## src/hdl/lmng_pkg.sv

```systemverilog
`timescale 1ns / 1ps
// ----------------------------------------------------------------------------
// lmng_pkg: constants for the logistic map noise generator
// Field widths, fixed-point scaling and reset values shared by the block.
// ----------------------------------------------------------------------------
package lmng_pkg;

  localparam int FRAC_BITS   = 16;
  localparam int R_W         = FRAC_BITS + 3;   // Q3.16 chaos parameter
  localparam int LEVEL_W     = FRAC_BITS + 1;   // Q0.16 level, 1.0 included
  localparam int FREQ_W      = 18;
  localparam int SR_W        = 18;
  localparam int CNT_W       = 28;

  // shift-add multiplier: multiplicand A, multiplier B consumed one bit a cycle
  localparam int MUL_A_W     = R_W;
  localparam int MUL_B_W     = LEVEL_W;
  localparam int PROD_W      = MUL_A_W + MUL_B_W;

  localparam int IN_TDATA_W  = ((R_W + FREQ_W + 7) / 8) * 8;
  localparam int OUT_TDATA_W = ((LEVEL_W + 7) / 8) * 8;

  localparam logic [SR_W-1:0]    SR_RESET   = SR_W'(48000);
  localparam logic [LEVEL_W-1:0] LEVEL_ONE  = LEVEL_W'(1) << FRAC_BITS;
  localparam logic [LEVEL_W-1:0] LEVEL_HALF = LEVEL_W'(1) << (FRAC_BITS - 1);

endpackage

```

## src/hdl/logistic_map_noise_generator_top.sv

```systemverilog
`timescale 1ns / 1ps
// ----------------------------------------------------------------------------
// logistic_map_noise_generator_top: sample-and-hold logistic map source
// One input transfer per audio tick; one output transfer with the held level.
// ----------------------------------------------------------------------------
// Each accepted tick returns the held level y (Q0.16). A 28-bit countdown
// sets how often y moves: when it is zero on a tick, y steps through
// y <- r*y*(1-y) (saturated to 1.0) and the countdown reloads with
// floor(sample_rate / freq) - 1, where freq is clamped to sample_rate and a
// zero freq means 0.001 Hz (period sample_rate*1000). A tick that only
// decrements the countdown goes straight to the done state, which loads
// the held level into the output register and returns to idle.
// A reloading tick runs the shared shift-add multiplier twice (one
// multiplier bit per cycle) and then the restoring divider (one quotient
// bit per cycle); the divide is skipped when the clamped freq is zero.
// The result sits in an output register, so the next tick is taken while
// it waits to be read; a new result is not loaded until the previous one
// has been transferred, and the block holds in the done state meanwhile.
// sample_rate is written through cfg_wr_en/cfg_wr_data; the user must write
// it only while the block is idle (not enforced by the block); it resets to 48000.
// ----------------------------------------------------------------------------
module logistic_map_noise_generator_top (
  input  logic                                clk,
  input  logic                                rst_n,
  // config: sample_rate
  input  logic                                cfg_wr_en,
  input  logic [lmng_pkg::SR_W-1:0]           cfg_wr_data,
  // input stream
  input  logic                                in_tvalid,
  output logic                                in_tready,
  input  logic [lmng_pkg::IN_TDATA_W-1:0]     in_tdata,   // [18:0] r coeff, [36:19] freq_hz
  // result stream
  output logic                                out_tvalid,
  input  logic                                out_tready,
  output logic [lmng_pkg::OUT_TDATA_W-1:0]    out_tdata   // [16:0] level
);
  import lmng_pkg::*;

  typedef enum logic [2:0] {
    S_IDLE,
    S_MUL1,   // t = y * (1 - y)
    S_MUL2,   // v = r * t
    S_DIV,    // period = sample_rate / freq
    S_DONE
  } state_t;

  localparam int BIT_CNT_W = $clog2(SR_W > MUL_B_W ? SR_W : MUL_B_W);

  state_t                 state_r;
  logic                   out_tvalid_r;
  logic [OUT_TDATA_W-1:0] out_tdata_r;
  logic [SR_W-1:0]        sample_rate_r;
  logic [LEVEL_W-1:0]     held_r;
  logic [CNT_W-1:0]       cnt_r;
  logic [BIT_CNT_W-1:0]   bit_cnt_r;

  // datapath
  logic [R_W-1:0]         r_r;
  logic [FREQ_W-1:0]      fc_r;       // clamped frequency
  logic [MUL_A_W-1:0]     mcand_r;
  logic [PROD_W-1:0]      prod_r;
  logic [SR_W-1:0]        dq_r;       // dividend in, quotient out
  logic [SR_W-1:0]        rem_r;

  logic                   in_xfer;
  logic                   out_load;
  logic [R_W-1:0]         in_rcoef;
  logic [FREQ_W-1:0]      in_freq;
  logic [LEVEL_W-1:0]     y_sat;
  logic [LEVEL_W-1:0]     one_minus_y;
  logic [MUL_A_W:0]       mul_sum;
  logic [PROD_W-1:0]      prod_nxt;
  logic [LEVEL_W-1:0]     t_val;
  logic [PROD_W-FRAC_BITS-1:0] v_val;
  logic [LEVEL_W-1:0]     v_sat;
  logic [SR_W+1:0]        div_diff;
  logic                   div_borrow;
  logic [SR_W-1:0]        rem_nxt;
  logic [SR_W-1:0]        dq_nxt;
  logic [CNT_W-1:0]       sr_ext;
  logic [CNT_W-1:0]       milli_period;
  logic [CNT_W-1:0]       milli_cnt;
  logic [CNT_W-1:0]       div_cnt;

  assign in_tready  = (state_r == S_IDLE);
  assign in_xfer    = in_tvalid && in_tready;
  assign in_rcoef   = in_tdata[R_W-1:0];
  assign in_freq    = in_tdata[R_W+FREQ_W-1:R_W];
  assign out_tvalid = out_tvalid_r;
  assign out_tdata  = out_tdata_r;

  // result goes into the output register once it is free or being read
  assign out_load   = (state_r == S_DONE) && (!out_tvalid_r || out_tready);

  // map operands
  assign y_sat       = (held_r > LEVEL_ONE) ? LEVEL_ONE : held_r;
  assign one_minus_y = LEVEL_ONE - y_sat;

  // one shift-add step: add multiplicand on the low multiplier bit, shift right
  assign mul_sum  = {1'b0, prod_r[PROD_W-1:MUL_B_W]} +
                    (prod_r[0] ? {1'b0, mcand_r} : '0);
  assign prod_nxt = {mul_sum, prod_r[MUL_B_W-1:1]};
  assign t_val    = prod_nxt[FRAC_BITS+LEVEL_W-1:FRAC_BITS];
  assign v_val    = prod_nxt[PROD_W-1:FRAC_BITS];
  assign v_sat    = (v_val > {{(PROD_W-FRAC_BITS-LEVEL_W){1'b0}}, LEVEL_ONE}) ?
                    LEVEL_ONE : v_val[LEVEL_W-1:0];

  // one restoring divide step
  assign div_diff   = {1'b0, rem_r, dq_r[SR_W-1]} - {2'b0, fc_r};
  assign div_borrow = div_diff[SR_W+1];
  assign rem_nxt    = div_borrow ? {rem_r[SR_W-2:0], dq_r[SR_W-1]} : div_diff[SR_W-1:0];
  assign dq_nxt     = {dq_r[SR_W-2:0], ~div_borrow};
  assign div_cnt    = (dq_nxt == '0) ? '0 : CNT_W'(dq_nxt) - CNT_W'(1);

  // zero frequency: period = sample_rate * 1000 = (x<<10) - (x<<5) + (x<<3)
  assign sr_ext       = CNT_W'(sample_rate_r);
  assign milli_period = (sr_ext << 10) - (sr_ext << 5) + (sr_ext << 3);
  assign milli_cnt    = (milli_period == '0) ? '0 : milli_period - CNT_W'(1);

  always_ff @(posedge clk) begin
    if (!rst_n) begin
      state_r       <= S_IDLE;
      out_tvalid_r  <= 1'b0;
      sample_rate_r <= SR_RESET;
      held_r        <= LEVEL_HALF;
      cnt_r         <= '0;
      bit_cnt_r     <= '0;
    end else begin
      if (cfg_wr_en) begin
        sample_rate_r <= cfg_wr_data;
      end
      if (out_load) begin
        out_tvalid_r <= 1'b1;
      end else if (out_tvalid_r && out_tready) begin
        out_tvalid_r <= 1'b0;
      end

      case (state_r)
        S_IDLE: begin
          if (in_xfer) begin
            r_r  <= in_rcoef;
            fc_r <= (in_freq > sample_rate_r) ? sample_rate_r : in_freq;
            if (cnt_r == '0) begin
              mcand_r   <= MUL_A_W'(y_sat);
              prod_r    <= PROD_W'(one_minus_y);
              bit_cnt_r <= '0;
              state_r   <= S_MUL1;
            end else begin
              cnt_r   <= cnt_r - CNT_W'(1);
              state_r <= S_DONE;
            end
          end
        end

        S_MUL1: begin
          if (bit_cnt_r == BIT_CNT_W'(MUL_B_W - 1)) begin
            mcand_r   <= r_r;
            prod_r    <= PROD_W'(t_val);
            bit_cnt_r <= '0;
            state_r   <= S_MUL2;
          end else begin
            bit_cnt_r <= bit_cnt_r + 1'b1;
            prod_r    <= prod_nxt;
          end
        end

        S_MUL2: begin
          prod_r <= prod_nxt;
          if (bit_cnt_r == BIT_CNT_W'(MUL_B_W - 1)) begin
            held_r    <= v_sat;
            bit_cnt_r <= '0;
            if (fc_r == '0) begin
              cnt_r   <= milli_cnt;
              state_r <= S_DONE;
            end else begin
              dq_r    <= sample_rate_r;
              rem_r   <= '0;
              state_r <= S_DIV;
            end
          end else begin
            bit_cnt_r <= bit_cnt_r + 1'b1;
          end
        end

        S_DIV: begin
          dq_r  <= dq_nxt;
          rem_r <= rem_nxt;
          if (bit_cnt_r == BIT_CNT_W'(SR_W - 1)) begin
            cnt_r     <= div_cnt;
            bit_cnt_r <= '0;
            state_r   <= S_DONE;
          end else begin
            bit_cnt_r <= bit_cnt_r + 1'b1;
          end
        end

        S_DONE: begin
          // hold until the output register is free
          if (out_load) begin
            out_tdata_r <= OUT_TDATA_W'(held_r);
            state_r     <= S_IDLE;
          end
        end

        default: begin
          state_r <= S_IDLE;
        end
      endcase
    end
  end

  // held level never leaves 0..1.0
  a_held_range: assert property (@(posedge clk) disable iff (!rst_n)
    held_r <= LEVEL_ONE)
    else $error("held level above 1.0");

  // a tick with a running countdown only decrements it
  a_cnt_dec: assert property (@(posedge clk) disable iff (!rst_n)
    (in_xfer && cnt_r != '0) |=> (cnt_r == $past(cnt_r) - CNT_W'(1)) && (state_r == S_DONE))
    else $error("countdown not decremented");

  // a tick with an expired countdown starts the map step
  a_reload: assert property (@(posedge clk) disable iff (!rst_n)
    (in_xfer && cnt_r == '0) |=> (state_r == S_MUL1) && (bit_cnt_r == '0))
    else $error("reload did not start map step");

  // the divider never runs past the dividend width
  a_div_bits: assert property (@(posedge clk) disable iff (!rst_n)
    (state_r == S_DIV) |-> (bit_cnt_r < BIT_CNT_W'(SR_W)))
    else $error("divider bit count overrun");

endmodule
```

## config.mk

```make
export PLATFORM = sky130hd
export DESIGN_NAME = logistic_map_noise_generator_top
export DESIGN_NICKNAME = d
export VERILOG_FILES = /design/src/hdl/lmng_pkg.sv /design/src/hdl/logistic_map_noise_generator_top.sv
export SDC_FILE = /design/constraint.sdc
export NUM_CORES = 1
export LEC_CHECK = 0
export BUFFER_PORTS_ARGS = -buffer_cell sky130_fd_sc_hd__buf_4
export CORE_UTILIZATION = 35
export DETAILED_ROUTE_END_ITERATION = 12
export PLACE_DENSITY_LB_ADDON = 0.2
export SYNTH_ARGS = -nofsm -noshare
export SYNTH_HDL_FRONTEND = slang
export SYNTH_SLANG_ARGS = --single-unit
```

## constraint.sdc

```tcl
create_clock -name clk -period 4.5 [get_ports clk]
set_input_delay 0.225 -clock clk [delete_from_list [all_inputs] [get_ports clk]]
set_output_delay 0.225 -clock clk [all_outputs]
set_load 0.05 [all_outputs]
```

==> results.txt <==
Fin. Hold Viols: 0
Ys Warns: 0
Post-Layout Cell Count: 2358
Core Rows: 75
Clock Path Buffers: 3
register area share after synthesis: 38.9%
drt total wl: 42.2 mm
Worst Path Arrival: 4.64 ns
antenna fix cells: 0
Fillers: 4078
RSZ-0062 raised after global routing: false
FF+latch area: 0.00580 mm2
die height: 208 um
Area contributors post-synth: edfxtp_1 29%, dfxtp_1 9.7%, ha_1 7.8%
DR pass1 iterations: 5
Distinct cells, synth: 85
post-route DRC violation count: 0
max-cap viol count: 0
DIE AREA: 0.0434 mm2
Worst-Margin Slew: 1.03 ns
worst-skew pair later-pin latency: 0.56 ns
Post-Syn Area per Cell: 9.12 um2
CP startpoint: sample_rate_r[2]
fin crit period: 4.19 ns
Worst Setup Slack, final: 0.306 ns
1st-iter DRT viols: 823
Max Fclk: 238 MHz
Num CTS Buffers: 26
most frequent cell after synthesis: nand2_1
# IOs: 89
Overflow after GRT: 0
Routed Antenna Nets: 0
CTS tree: done
PD cells: 417 mW/mm2
total global-route track usage: 19.4%
clk sinks: 217
Yosys top cell area share: 29.2%
#FFs+latches synth: 217
Placed Area: 0.0165 mm2
peak supply drop: 0.305 mV
largest net degree at the start of global routing: 65
first-pass GRT wire length: 67.5 mm
Crit. End Element: register
H-tree levels: 1
final setup vio count: 0
Crit Path Max Fanout: 8
Synth area leader: edfxtp_1
post-synthesis instance area: 0.0149 mm2
IO Port Bufs: 78
setup slack at placement: 0.217 ns
Final Cell Area: 0.0179 mm2
root buffer cell: clkbuf_16
Avg WL per Cell: 17.9 um
Post-synth ARST share: 0%
clk slew on worst S/H paths: 0.07 ns
# Post-CTS Setup Buffers: 0
final-report max-slew violation count: 0
worst min-delay path class: in -> reg
vias: 12782
FF-to-FF Start: sample_rate_r[2]
post-DP HPWL: 31.2 mm
max_slew headroom: 31.6%
final hold slack: 0.0254 ns
number of synthesized flops with an enable pin: 145
Synth-to-Final Area Change: 20.0%
share of layout cells above drive strength 1: 15.1%
chip width: 208 um
Pleak: 7.06 nW
post-synthesis cell count: 1635
setup TNS: 0 ns
hold_sp: out_tready
area of the multi-input gates: 0.00847 mm2
vias in the first global route: 12300
Layout Nets: 1968
Final Util: 42.7%
DR vias/cell: 5.42
Worst setup SP type: register
fin crit share: 93.2%
top_reg_cell synth: edfxtp_1
core area: 0.0419 mm2
Inst Count DP: 2264
Pwr Total: 7.47 mW
top cells by count, synth: 151 x nand2_1, 145 x edfxtp_1, 114 x nor2_1, 110 x o21ai_0, 101 x a21oi_1
starting density of the core: 35.5%
clock skew: 0.0181 ns
Worst Path Required: 4.95 ns
routability congestion estimate: 0.898
Setup CP Type: reg -> reg
status: complete, no violations
initial antenna violation count: 0
final timing paths:
kind / to / slack, ns / cells past startpoint
setup / recovery: cnt_r[4] / 0.31 / 15
hold / removal: state_r[2] / 0.03 / 4
setup reg to reg: cnt_r[4] / 0.31 / 15
hold reg to reg: cnt_r[12] / 0.50 / 2
cells in the final DEF (no fill, tap or decap), drive strengths merged, types with 38 or more instances in the layout:
cell	n
buf	165
nor2	116
dfxtp	72
xnor2	52
nand3	54
edfxtp	145
nand2	151
a21oi	101
inv	101
o21ai	117
nor3	38
dlygate4sd3	46
ha	93
final cells by class:
type / count / area share [%]
Multi-Input combinational cell: 1249 / 47.3
Tap cell: 539 / 3.77
Inverter: 94 / 1.97
Clock buffer: 28 / 3.85
Sequential cell: 217 / 32.4
Timing Repair Buffer: 211 / 9.50
Clock inverter: 20 / 1.19
sequential cells by signal, summed over array words and instances (netlist names):
name / count
state_r: 3
cnt_r: 28
fc_r: 18
sample_rate_r: 18
held_r: 17
rem_r: 18
bit_cnt_r: 5
mcand_r: 19
out_tvalid: 1
out_tdata: 17
prod_r: 36
dq_r: 18
r_r: 19
power by group:
| group | internal, mW | total (mW) | switching (mW) | leakage, nW |
|---|---|---|---|---|
| combinational | 1.11 | 2.71 | 1.60 | 4.73 |
| sequential | 2.36 | 2.53 | 0.172 | 1.91 |
| clock | 1.26 | 2.22 | 0.969 | 0.425 |
| total | 4.73 | 7.47 | 2.74 | 7.06 |
routing by layer:
metal / share of wire, % / GRT usage, % / wire [um]
met4: 1.8 / 4.04 / 773
met3: 4.3 / 2.07 / 1830
met1: 47 / 26.8 / 20000
met5: 0 / 0 / 0
met2: 46 / 32.5 / 19600
critical path, stage by stage, from the launching register on:
cell	delay, ns
dfxtp_1	0.33
inv_1	0.14
fa_1	0.56
inv_1	0.04
ha_1	0.40
a21o_1	0.23
a211oi_1	0.26
and3_1	0.33
o31ai_1	0.13
xnor2_1	0.35
o2111ai_1	0.23
nor3_1	0.24
buf_4	0.18
nand4_4	0.16
nor3b_1	0.20
o311a_1	0.31
repair_timing:
action | CTS | global route
hold endpoints to repair | 46 | 0
endpoints found under the setup margin | 0 | 14
hold buffers | 46 | 0
gates resized for setup | 0 | 6
kinds of logic (layout without fill, tap and decap cells):
group           Yosys count  after routing  share of synthesized area (%)
xor+xnor                 86             86                           5.05
fa+ha+maj               106            106                           9.55
other cells               1              7                         0.0251
buf+inv                 175            353                           4.76
mux                      45             45                           3.22
flops                   217            217                           38.9
simple gates            557            557                           18.9
compound gates          448            448                           19.6
Note: power is estimated with default switching activity, not from simulation.
